[src/sv/gdc_pkg.sv]
// ----------------------------------------------------------------------------
// gdc_pkg
// Shared types, constants and calendar helpers for the Gregorian date counter.
// ----------------------------------------------------------------------------
`default_nettype none

package gdc_pkg;

  localparam int DAY_W     = 5;
  localparam int MONTH_W   = 4;
  localparam int YEAR_W    = 14;
  localparam int WDAY_W    = 3;
  localparam int DOY_W     = 9;
  localparam int IN_DATA_W = 24;
  localparam int OUT_DATA_W = 40;

  localparam logic [YEAR_W-1:0]  YEAR_MAX   = 14'd9999;
  localparam logic [YEAR_W-1:0]  RESET_YEAR = 14'd1900;
  localparam logic [MONTH_W-1:0] MONTH_JAN  = 4'd1;
  localparam logic [MONTH_W-1:0] MONTH_FEB  = 4'd2;
  localparam logic [MONTH_W-1:0] MONTH_DEC  = 4'd12;

  typedef enum logic {
    KIND_TICK = 1'b0,
    KIND_LOAD = 1'b1
  } kind_t;

  typedef struct packed {
    logic [YEAR_W-1:0]  year;
    logic [MONTH_W-1:0] month;
    logic [DAY_W-1:0]   day;
  } date_t;

  // day sits in the lowest bits
  typedef struct packed {
    logic               date_valid;
    logic               last_month;
    logic               last_day_of_month;
    logic               leap_year;
    logic [DOY_W-1:0]   day_of_year;
    logic [WDAY_W-1:0]  weekday;
    logic [YEAR_W-1:0]  year;
    logic [MONTH_W-1:0] month;
    logic [DAY_W-1:0]   day;
  } result_t;

  // floor(v / 25) for v below 8192
  function automatic logic [8:0] div25(input logic [12:0] v);
    logic [30:0] p;
    p = 31'(v) * 31'd5243;
    return p[25:17];
  endfunction

  function automatic logic is_leap(input logic [YEAR_W-1:0] y);
    logic [8:0] q4;
    logic [8:0] q16;
    logic       by100;
    logic       by400;
    q4    = div25(13'(y[YEAR_W-1:2]));
    q16   = div25(13'(y[YEAR_W-1:4]));
    by100 = (y[1:0] == 2'd0) && (14'(q4) * 14'd25 == 14'(y[YEAR_W-1:2]));
    by400 = (y[3:0] == 4'd0) && (14'(q16) * 14'd25 == 14'(y[YEAR_W-1:4]));
    return ((y[1:0] == 2'd0) && !by100) || by400;
  endfunction

  function automatic logic [DAY_W-1:0] month_len(input logic [MONTH_W-1:0] m,
                                                 input logic leap);
    logic [DAY_W-1:0] len;
    case (m)
      4'd1, 4'd3, 4'd5, 4'd7, 4'd8, 4'd10, 4'd12: len = 5'd31;
      4'd4, 4'd6, 4'd9, 4'd11:                     len = 5'd30;
      4'd2:                                        len = leap ? 5'd29 : 5'd28;
      default:                                     len = 5'd0;
    endcase
    return len;
  endfunction

  // days in the months before m, common year
  function automatic logic [8:0] days_before(input logic [MONTH_W-1:0] m);
    logic [8:0] d;
    case (m)
      4'd0, 4'd1: d = 9'd0;
      4'd2:       d = 9'd31;
      4'd3:       d = 9'd59;
      4'd4:       d = 9'd90;
      4'd5:       d = 9'd120;
      4'd6:       d = 9'd151;
      4'd7:       d = 9'd181;
      4'd8:       d = 9'd212;
      4'd9:       d = 9'd243;
      4'd10:      d = 9'd273;
      4'd11:      d = 9'd304;
      4'd12:      d = 9'd334;
      default:    d = 9'd365;
    endcase
    return d;
  endfunction

  // (31 * shifted month) / 12, January and February count as months 11 and 12
  function automatic logic [5:0] month_term(input logic [MONTH_W-1:0] m);
    logic [5:0] t;
    case (m)
      4'd0:    t = 6'd25;
      4'd1:    t = 6'd28;
      4'd2:    t = 6'd31;
      4'd3:    t = 6'd2;
      4'd4:    t = 6'd5;
      4'd5:    t = 6'd7;
      4'd6:    t = 6'd10;
      4'd7:    t = 6'd12;
      4'd8:    t = 6'd15;
      4'd9:    t = 6'd18;
      4'd10:   t = 6'd20;
      4'd11:   t = 6'd23;
      4'd12:   t = 6'd25;
      4'd13:   t = 6'd28;
      4'd14:   t = 6'd31;
      default: t = 6'd33;
    endcase
    return t;
  endfunction

  // v mod 7 by folding octal digits, since 8 = 1 mod 7
  function automatic logic [WDAY_W-1:0] mod7(input logic [14:0] v);
    logic [5:0] s;
    logic [3:0] t;
    logic [3:0] u;
    s = 6'(v[2:0]) + 6'(v[5:3]) + 6'(v[8:6]) + 6'(v[11:9]) + 6'(v[14:12]);
    t = 4'(s[2:0]) + 4'(s[5:3]);
    u = 4'(t[2:0]) + 4'(t[3]);
    return (u >= 4'd7) ? 3'(u - 4'd7) : u[2:0];
  endfunction

endpackage

`default_nettype wire

[src/sv/gdc_step.sv]
// ----------------------------------------------------------------------------
// gdc_step
// Next held date: a load takes the given date, a tick moves on by one day.
// ----------------------------------------------------------------------------
`default_nettype none

module gdc_step
  import gdc_pkg::*;
(
  input  date_t cur,
  input  logic  cur_leap,
  input  kind_t kind,
  input  date_t load,
  output date_t nxt
);

  logic [DAY_W-1:0] len;
  date_t            tick;

  assign len = month_len(cur.month, cur_leap);

  always_comb begin
    tick = cur;
    if (cur.day >= len) begin
      tick.day = 5'd1;
      if (cur.month >= MONTH_DEC) begin
        tick.month = MONTH_JAN;
        if (cur.year >= YEAR_MAX || cur.year == '0) begin
          tick.year = 14'd1;
        end else begin
          tick.year = cur.year + 14'd1;
        end
      end else begin
        tick.month = cur.month + 4'd1;
      end
    end else begin
      tick.day = cur.day + 5'd1;
    end
  end

  assign nxt = (kind == KIND_LOAD) ? load : tick;

endmodule

`default_nettype wire

[src/sv/gdc_fields.sv]
// ----------------------------------------------------------------------------
// gdc_fields
// Derived calendar fields of the held date: weekday, ordinal day, flags.
// ----------------------------------------------------------------------------
`default_nettype none

module gdc_fields
  import gdc_pkg::*;
(
  input  date_t   date,
  output logic    leap,
  output result_t res
);

  logic [DAY_W-1:0] len;
  logic             valid;
  logic             early;
  logic [14:0]      yy;
  logic [8:0]       q100;
  logic [8:0]       q400;
  logic [15:0]      wsum;
  logic [9:0]       doy;

  assign leap  = is_leap(date.year);
  assign len   = month_len(date.month, leap);
  assign valid = (date.day != '0) && (date.day <= len) &&
                 (date.year != '0) && (date.year <= YEAR_MAX);

  // Zeller-style congruence, year offset by 400 to stay non-negative
  assign early = (date.month <= MONTH_FEB);
  assign yy    = 15'(date.year) + 15'd400 - 15'(early);
  assign q100  = div25(yy[14:2]);
  assign q400  = div25(13'(yy[14:4]));
  assign wsum  = 16'(date.day) + 16'(yy) + 16'(yy[14:2]) - 16'(q100) + 16'(q400)
               + 16'(month_term(date.month));

  assign doy = 10'(days_before(date.month)) + 10'(leap && date.month > MONTH_FEB)
             + 10'(date.day);

  always_comb begin
    res.day               = date.day;
    res.month             = date.month;
    res.year              = date.year;
    res.weekday           = mod7(wsum[14:0]);
    res.day_of_year       = doy[DOY_W-1:0];
    res.leap_year         = leap;
    res.last_day_of_month = valid && (date.day == len);
    res.last_month        = (date.month == MONTH_DEC);
    res.date_valid        = valid;
  end

endmodule

`default_nettype wire

[src/sv/gregorian_date_counter.sv]
// ----------------------------------------------------------------------------
// gregorian_date_counter
// Gregorian date register with load and one-day tick, reporting the date and
// its derived calendar fields for every word taken in.
// ----------------------------------------------------------------------------
//  port group  dir  contents
//  s_*         in   tuser: kind; tdata: load_day, load_month, load_year
//  m_*         out  tdata: date after the step and derived fields
//
//  One word per cycle sustained while m_tready is high. The date register
//  updates on acceptance; the derived fields of that date are then registered
//  into m_tdata when the output can advance. Reset loads 1 January 1900 and
//  empties both stages. A stalled output holds the pipeline; s_tready drops
//  only when both stages are full and m_tready is low.
// ----------------------------------------------------------------------------
`default_nettype none

module gregorian_date_counter
  import gdc_pkg::*;
(
  input  wire logic                  clk,
  input  wire logic                  rst,
  input  wire logic                  s_tvalid,
  output      logic                  s_tready,
  input  wire logic                  s_tuser,  // kind
  input  wire logic [IN_DATA_W-1:0]  s_tdata,  // load_day, load_month, load_year
  output      logic                  m_tvalid,
  input  wire logic                  m_tready,
  // day, month, year, weekday, day_of_year, leap_year, last_day_of_month,
  // last_month, date_valid, zero pad
  output      logic [OUT_DATA_W-1:0] m_tdata
);

  date_t   cur;
  date_t   cur_next;
  logic    busy;
  logic    cur_leap;
  logic    go;
  logic    take;
  result_t res;

  assign go       = !m_tvalid || m_tready;
  assign s_tready = !busy || go;
  assign take     = s_tvalid && s_tready;

  gdc_step u_step (
    .cur      (cur),
    .cur_leap (cur_leap),
    .kind     (kind_t'(s_tuser)),
    .load     (date_t'(s_tdata[DAY_W+MONTH_W+YEAR_W-1:0])),
    .nxt      (cur_next)
  );

  gdc_fields u_fields (
    .date (cur),
    .leap (cur_leap),
    .res  (res)
  );

  always_ff @(posedge clk) begin
    if (rst) begin
      cur.day   <= 5'd1;
      cur.month <= MONTH_JAN;
      cur.year  <= RESET_YEAR;
      busy      <= 1'b0;
      m_tvalid  <= 1'b0;
    end else begin
      if (take) begin
        cur <= cur_next;
      end
      if (take) begin
        busy <= 1'b1;
      end else if (go) begin
        busy <= 1'b0;
      end
      if (busy && go) begin
        m_tvalid <= 1'b1;
      end else if (m_tready) begin
        m_tvalid <= 1'b0;
      end
    end
  end

  always_ff @(posedge clk) begin
    if (busy && go) begin
      m_tdata <= {1'b0, res};
    end
  end

endmodule

`default_nettype wire
[config.mk]
export PLATFORM = sky130hd
export DESIGN_NAME = gregorian_date_counter
export DESIGN_NICKNAME = d
export VERILOG_FILES = /design/src/sv/gdc_pkg.sv /design/src/sv/gdc_step.sv /design/src/sv/gdc_fields.sv /design/src/sv/gregorian_date_counter.sv
export SDC_FILE = /design/constraint.sdc
export NUM_CORES = 1
export LEC_CHECK = 0
export BUFFER_PORTS_ARGS = -buffer_cell sky130_fd_sc_hd__buf_2
export CAP_MARGIN = 40
export CELL_PAD_IN_SITES_DETAIL_PLACEMENT = 0
export CELL_PAD_IN_SITES_GLOBAL_PLACEMENT = 1
export CORE_ASPECT_RATIO = 0.9
export CORE_UTILIZATION = 30
export DETAILED_ROUTE_END_ITERATION = 10
export GPL_ROUTABILITY_DRIVEN = 0
export PLACE_DENSITY = 0.54
export SETUP_SLACK_MARGIN = 0.3
export SYNTH_ARGS = -nofsm -noshare
export SYNTH_HDL_FRONTEND = slang
export SYNTH_SLANG_ARGS = --single-unit
[constraint.sdc]
create_clock -name clk -period 19.3 [get_ports clk]
set_input_delay 3.86 -clock clk [delete_from_list [all_inputs] [get_ports clk]]
set_output_delay 3.86 -clock clk [all_outputs]
set_load 0.01 [all_outputs]
Word level (Yosys, flattened, before mapping)
Memory sizes are Yosys's and may differ from the RTL's. A register that Yosys moved wholly into a read port is not among the register bits.
Index checks and enable logic that the tools add are counted.

word-level totals
  flip-flop bits (word level) = 64
  memory bits (read-only) = 240
  bits of input ports = 29
  output and inout port bits = 42
  logic and storage cells = 103
  memories = 2

memories
  memory           words  bits a word  read ports  clocked after Yosys merged registers in  wr ports  line            text
  (no name shown)  16     9            1           1                                        0         gdc_pkg.sv:81   case (m)
  (no name shown)  16     6            1           1                                        0         gdc_pkg.sv:102  case (m)

cells by class
  add/subtract/negate cells = 19
  $mul = 6
  order comparisons = 8
  equality and inequality tests = 15
  mux-type cells = 17
  reductions and logical operators = 30

operators with widths
  kind                                                                    number
  14-bit 2-to-1 mux                                                       2
  13-bit by 13-bit multiplier with 26-bit output (second input constant)  1
  12-bit by 13-bit multiplier with 25-bit output (second input constant)  1
  11-bit by 13-bit multiplier with 24-bit output (second input constant)  1
  10-bit by 13-bit multiplier with 23-bit output (second input constant)  1
  23-bit 2-to-1 mux                                                       1
  4-bit equality test (second input constant)                             5
  4-bit 2-to-1 mux                                                        5
  6-bit by 3-bit adder with 6-bit output                                  3
  18-bit 2-to-1 mux                                                       1
  4-bit by 3-bit equality test with 1-bit output (second input constant)  4
  14-bit by 9-bit adder with 15-bit output (second input constant)        1
  15-bit by 13-bit adder with 15-bit output                               1
  15-bit by 6-bit adder with 15-bit output                                1
  15-bit by 7-bit adder with 15-bit output                                1
  5-bit by 15-bit adder with 15-bit output                                1
  5-bit one-hot mux with 3 select lines                                   1
  15-bit by 1-bit subtractor with 15-bit output                           1
  15-bit by 9-bit subtractor with 15-bit output                           1
  14-bit by 1-bit adder with 14-bit output (second input constant)        1
  14-bit greater-or-equal comparator (second input constant)              1
  14-bit <= comparator (second input constant)                            1
  14-bit zero test                                                        1
  14-bit nonzero test                                                     1
  other kinds (34)                                                        57

Depth between registers and ports, before layout
  word-level depth = 15
  depth in mapped cells = 68
  mapped depth without buffers = 66

By module
A second synthesis with hierarchy kept.

second synthesis, totals
  cells, all modules = 1805
  area, all modules = 16991.3 um^2

modules (own cells, without submodules)
  module                  instances  cells an instance  area an instance (um^2)  sequential area each (um^2)
  gdc_fields              1          1471               13605.5                  0.0
  gregorian_date_counter  1          153                2238.4                   1671.6
  gdc_step                1          181                1147.4                   0.0

Worst setup path before layout
No wires, ideal clock.

  path type = reg-to-reg
  start = register cur[8] (netlist name)
  end = register m_tdata[24], data pin
  setup time = 0.260 ns
  arrival time = 14.076 ns
  required time = 19.040 ns
  path slack = 4.964 ns
  stages on the path, launching flop included = 62
  buffers on the path = 2
  period minus slack after synthesis = 14.336 ns
  cells stage by stage = dfxtp_1 -> clkbuf_1 -> a211oi_1 -> ha_1 -> inv_1 -> ha_1 -> a21oi_1 -> o21bai_1 -> a2111oi_2 -> o41ai_2 -> a221o_1 -> a21oi_1 -> o21bai_1 -> xnor2_1 -> ha_1 -> clkbuf_1 -> xor2_1 -> ha_1 -> [26 not listed] -> xnor2_1 -> fa_1 -> inv_1 -> fa_1 -> inv_1 -> ha_1 -> a21o_1 -> a21oi_1 -> xnor2_1 -> ha_1 -> a21o_1 -> a21o_1 -> ha_1 -> ha_1 -> ha_1 -> a22oi_1 -> a21oi_1 -> mux2_2

RTL lines
  element               line                          text
  to (signal assigned)  gregorian_date_counter.sv:86  m_tdata <= {1'b0, res};
  to (decl)             gregorian_date_counter.sv:31  output logic [OUT_DATA_W-1:0] m_tdata

==> reports/results.txt <==
The run finished with clean final reports. The number of storage elements in the synthesis netlist was 79. The worst-path cell with the longest stage delay was sky130_fd_sc_hd__dfxtp_1.

The area share of the largest cell type after synthesis was 0.301; the total congestion overflow was 0. By area the synthesized netlist is led by sky130_fd_sc_hd__ha_1 30%, sky130_fd_sc_hd__fa_1 23%, sky130_fd_sc_hd__inv_1 8.1%, sky130_fd_sc_hd__edfxtp_1 7.0%, sky130_fd_sc_hd__dfxtp_1 4.8%. The total of fill cells in the finished design came out at 5,615. The total number of yosys warnings was 0; the CTS sink count was 79. Synthesis produced 1,709 cells.

The arrival time at the worst endpoint is 15.95 ns, and the number of antenna cells inserted is 0. Row generation in the floorplan step produced 81 rows. The clock latency at the later pin of the worst-skew pair is 0.38 ns, and the final HPWL from detailed placement is 37.5 mm.

The tools report the final-report hold violation count as 0. Based on the critical path, the design can be clocked at up to 63.2 MHz. During I/O placement, the number of pins put on the boundary was 71.

In this run, synthesis inferred 39 flip-flops with an integrated enable. By startpoint and endpoint, the worst setup path is classified as flop to flop. The number of slew-limit violations in the final report came out at 0. The largest fanout on the critical path is 9. The relative slew slack was 0.474; the post-cts repair resize count was 0.

The number of setup buffers added after CTS is 0. The run gives 0.163 as the aggregate global-route resource usage. Number of hold buffers added after CTS: 0. The worst setup path is captured at a flop. In this run the clock root is driven by a sky130_fd_sc_hd__clkbuf_16.

Port buffering added 68 buffers. The via count of the first global-routing pass was 12.3k; the vertical die dimension was 226 um. The die covers 0.0566 sq mm. After detailed routing, the total wire length is 44.2 mm.

The worst setup path is launched from a flop. The total setup violations reported at the end of the flow is 0. From left edge to right edge, the die measures 251 um. Clock transition time at the flip-flop clock pins of the worst setup and hold paths: 0.08 ns. Synthesis instantiated 88 different standard cells from the library.

The clock period minus final worst setup slack is 15.83 ns. The share of layout cells above drive strength 1 came out at 0.0811. The portion of the clock cycle consumed by the worst path in the final layout was 0.820. The logs give 5 for the first-pass detailed-route iteration total and 9 for the TritonCTS buffer count.

The min-delay analysis places its worst path in the category flop to flop. The detail route stage leaves a number of antenna-violating nets equal to 0. At the end of the flow, the number of nets in the layout was 2,406. TritonCTS built the clock tree. The run gives 0 as the number of violations of the max-capacitance limit.

The number of nets handed over by synthesis was 2,332. The tools report the core footprint as 0.0546 sq mm. The library cells used most frequently in the layout, excluding fill and tap cells, are 402 x sky130_fd_sc_hd__ha_1, 362 x sky130_fd_sc_hd__inv_1, 192 x sky130_fd_sc_hd__fa_1. The critical path required time was 19.42 ns.

Leading cell type in the layout, fill and taps excluded: sky130_fd_sc_hd__ha_1. The run gives 0 as the initial antenna violation count. The run gives 0.118 as the proportion of synthesized chip area in sequential cells. The tools report the initial DRC count as 538. The number of buffers and inverters on the critical path was 7. The initial cell density of the core is 0.305. Setup repair after global routing left no endpoint under its margin.

The number of H-tree levels is 3, and the average vias per placed instance is 4.76. At the pin with the least slew margin, the transition time is 0.782 ns. The tools report the synthesized area as 0.0167 sq mm. The detailed router placed 11.9k vias in this run. On the worst path, the slowest cell contributes a delay of 0.74 ns.

Compared with the post-synthesis result, the final layout area differs by 9.43%. The detailed-route wire length per cell was 17.7 um. Across the routed clock network, the largest skew measured is 0.0162 ns. The fraction of synthesis flops using an asynchronous set or reset pin is 0. In the synthesized netlist the dominant register cell turns out to be sky130_fd_sc_hd__dfxtp_1. For the wire length of the first global-routing pass, the log shows 70.0 mm. Kind of cell with the highest combined delay on the critical path: adder cells. For the total negative setup slack, the log shows 0 ns. Summed over all instances, the cell type with the most area after synthesis is sky130_fd_sc_hd__ha_1.

Entering global routing, the biggest net connects 34 pins. After detailed routing, the number of remaining DRC violations is 0. After synthesis, the mean cell area works out to 9.76 sq um. The largest buffer count on any clock path is 2.
==> per-stage QoR <==
stage,cell area (sq um),instances,worst slack (ns),utilization,hold WS [ns]
after CTS,18300,2493,3.32,0.334,0.533
after global placement,17900,2474,3.43,0.328,0.526
final,18300,2493,3.47,0.334,0.529
after floorplan,16700,1709,4.96,-,0.452
after global routing,18300,2493,2.35,0.334,0.551
after detailed placement,17900,2477,3.41,0.329,0.510
==> logic make-up (layout without fill, tap and decap cells) <==
| logic type | after synthesis | in the layout | share of synthesized area |
|---|---|---|---|
| muxes | 17 | 17 | 0.0124 |
| and+or+nand+nor | 247 | 247 | 0.0738 |
| adders and majority gates | 594 | 594 | 0.532 |
| other | 1 | 1 | 0.000225 |
| buffers and inverters | 394 | 473 | 0.0918 |
| AOI/OAI and AO/OA | 268 | 268 | 0.113 |
| DFF | 79 | 79 | 0.118 |
| xor gates and xnor gates | 109 | 109 | 0.0589 |
==> path summary, 6_finish.rpt <==
path         startpoint     endpoint  slack [ns]  cells after the start
min              cur[6]   m_tdata[6]        0.53                      0
min reg2reg      cur[6]   m_tdata[6]        0.53                      0
max reg2reg     cur[12]  m_tdata[24]        3.47                     55
max             cur[12]  m_tdata[24]        3.47                     55
==> synthesized netlist by cell type (all sizes together) (8+ instances only) <==
cell / count
a211oi: 21
a21o: 35
a21oi: 58
and3: 10
buf: 13
clkbuf: 17
dfxtp: 40
edfxtp: 39
fa: 192
ha: 402
inv: 364
mux2i: 10
nand2: 59
nand2b: 8
nand3: 26
nand4: 11
nor2: 61
nor2b: 13
nor3: 20
o21a: 9
o21ai: 49
o21bai: 11
o31ai: 14
or2: 10
xnor2: 74
xor2: 34
==> area by class of cell <==
class / instances / area (sq um) / share of cell area
repair buffers: 93 / 529 / 0.0290
clock inverters: 7 / 87.6 / 0.00480
multi-input cells: 1236 / 13200 / 0.723
well taps: 705 / 882 / 0.0483
flip-flops and latches: 79 / 1970 / 0.108
inverters: 364 / 1370 / 0.0748
clock buffers: 9 / 225 / 0.0123
==> worst register-to-register path: cells and delay by family (launching register included) <==
kind,cells,cell delay (ns)
flops,1,0.74
mux,1,0.36
buf+inv,7,0.61
compound gates,22,4.82
xor+xnor,4,1.07
simple gates,3,0.59
fa+ha+maj,18,7.40
==> per-layer routing <==
layer  up-vias  share of wire  track usage
met3        21          0.033       0.0184
met2       176           0.45        0.263
met5         -              0            0
met1      5789           0.51        0.235
li1       5874              -            -
met4         0         0.0087       0.0263
Power is not shown: default switching activity piles up to over one toggle a cycle in this logic, so the estimate is an artifact.
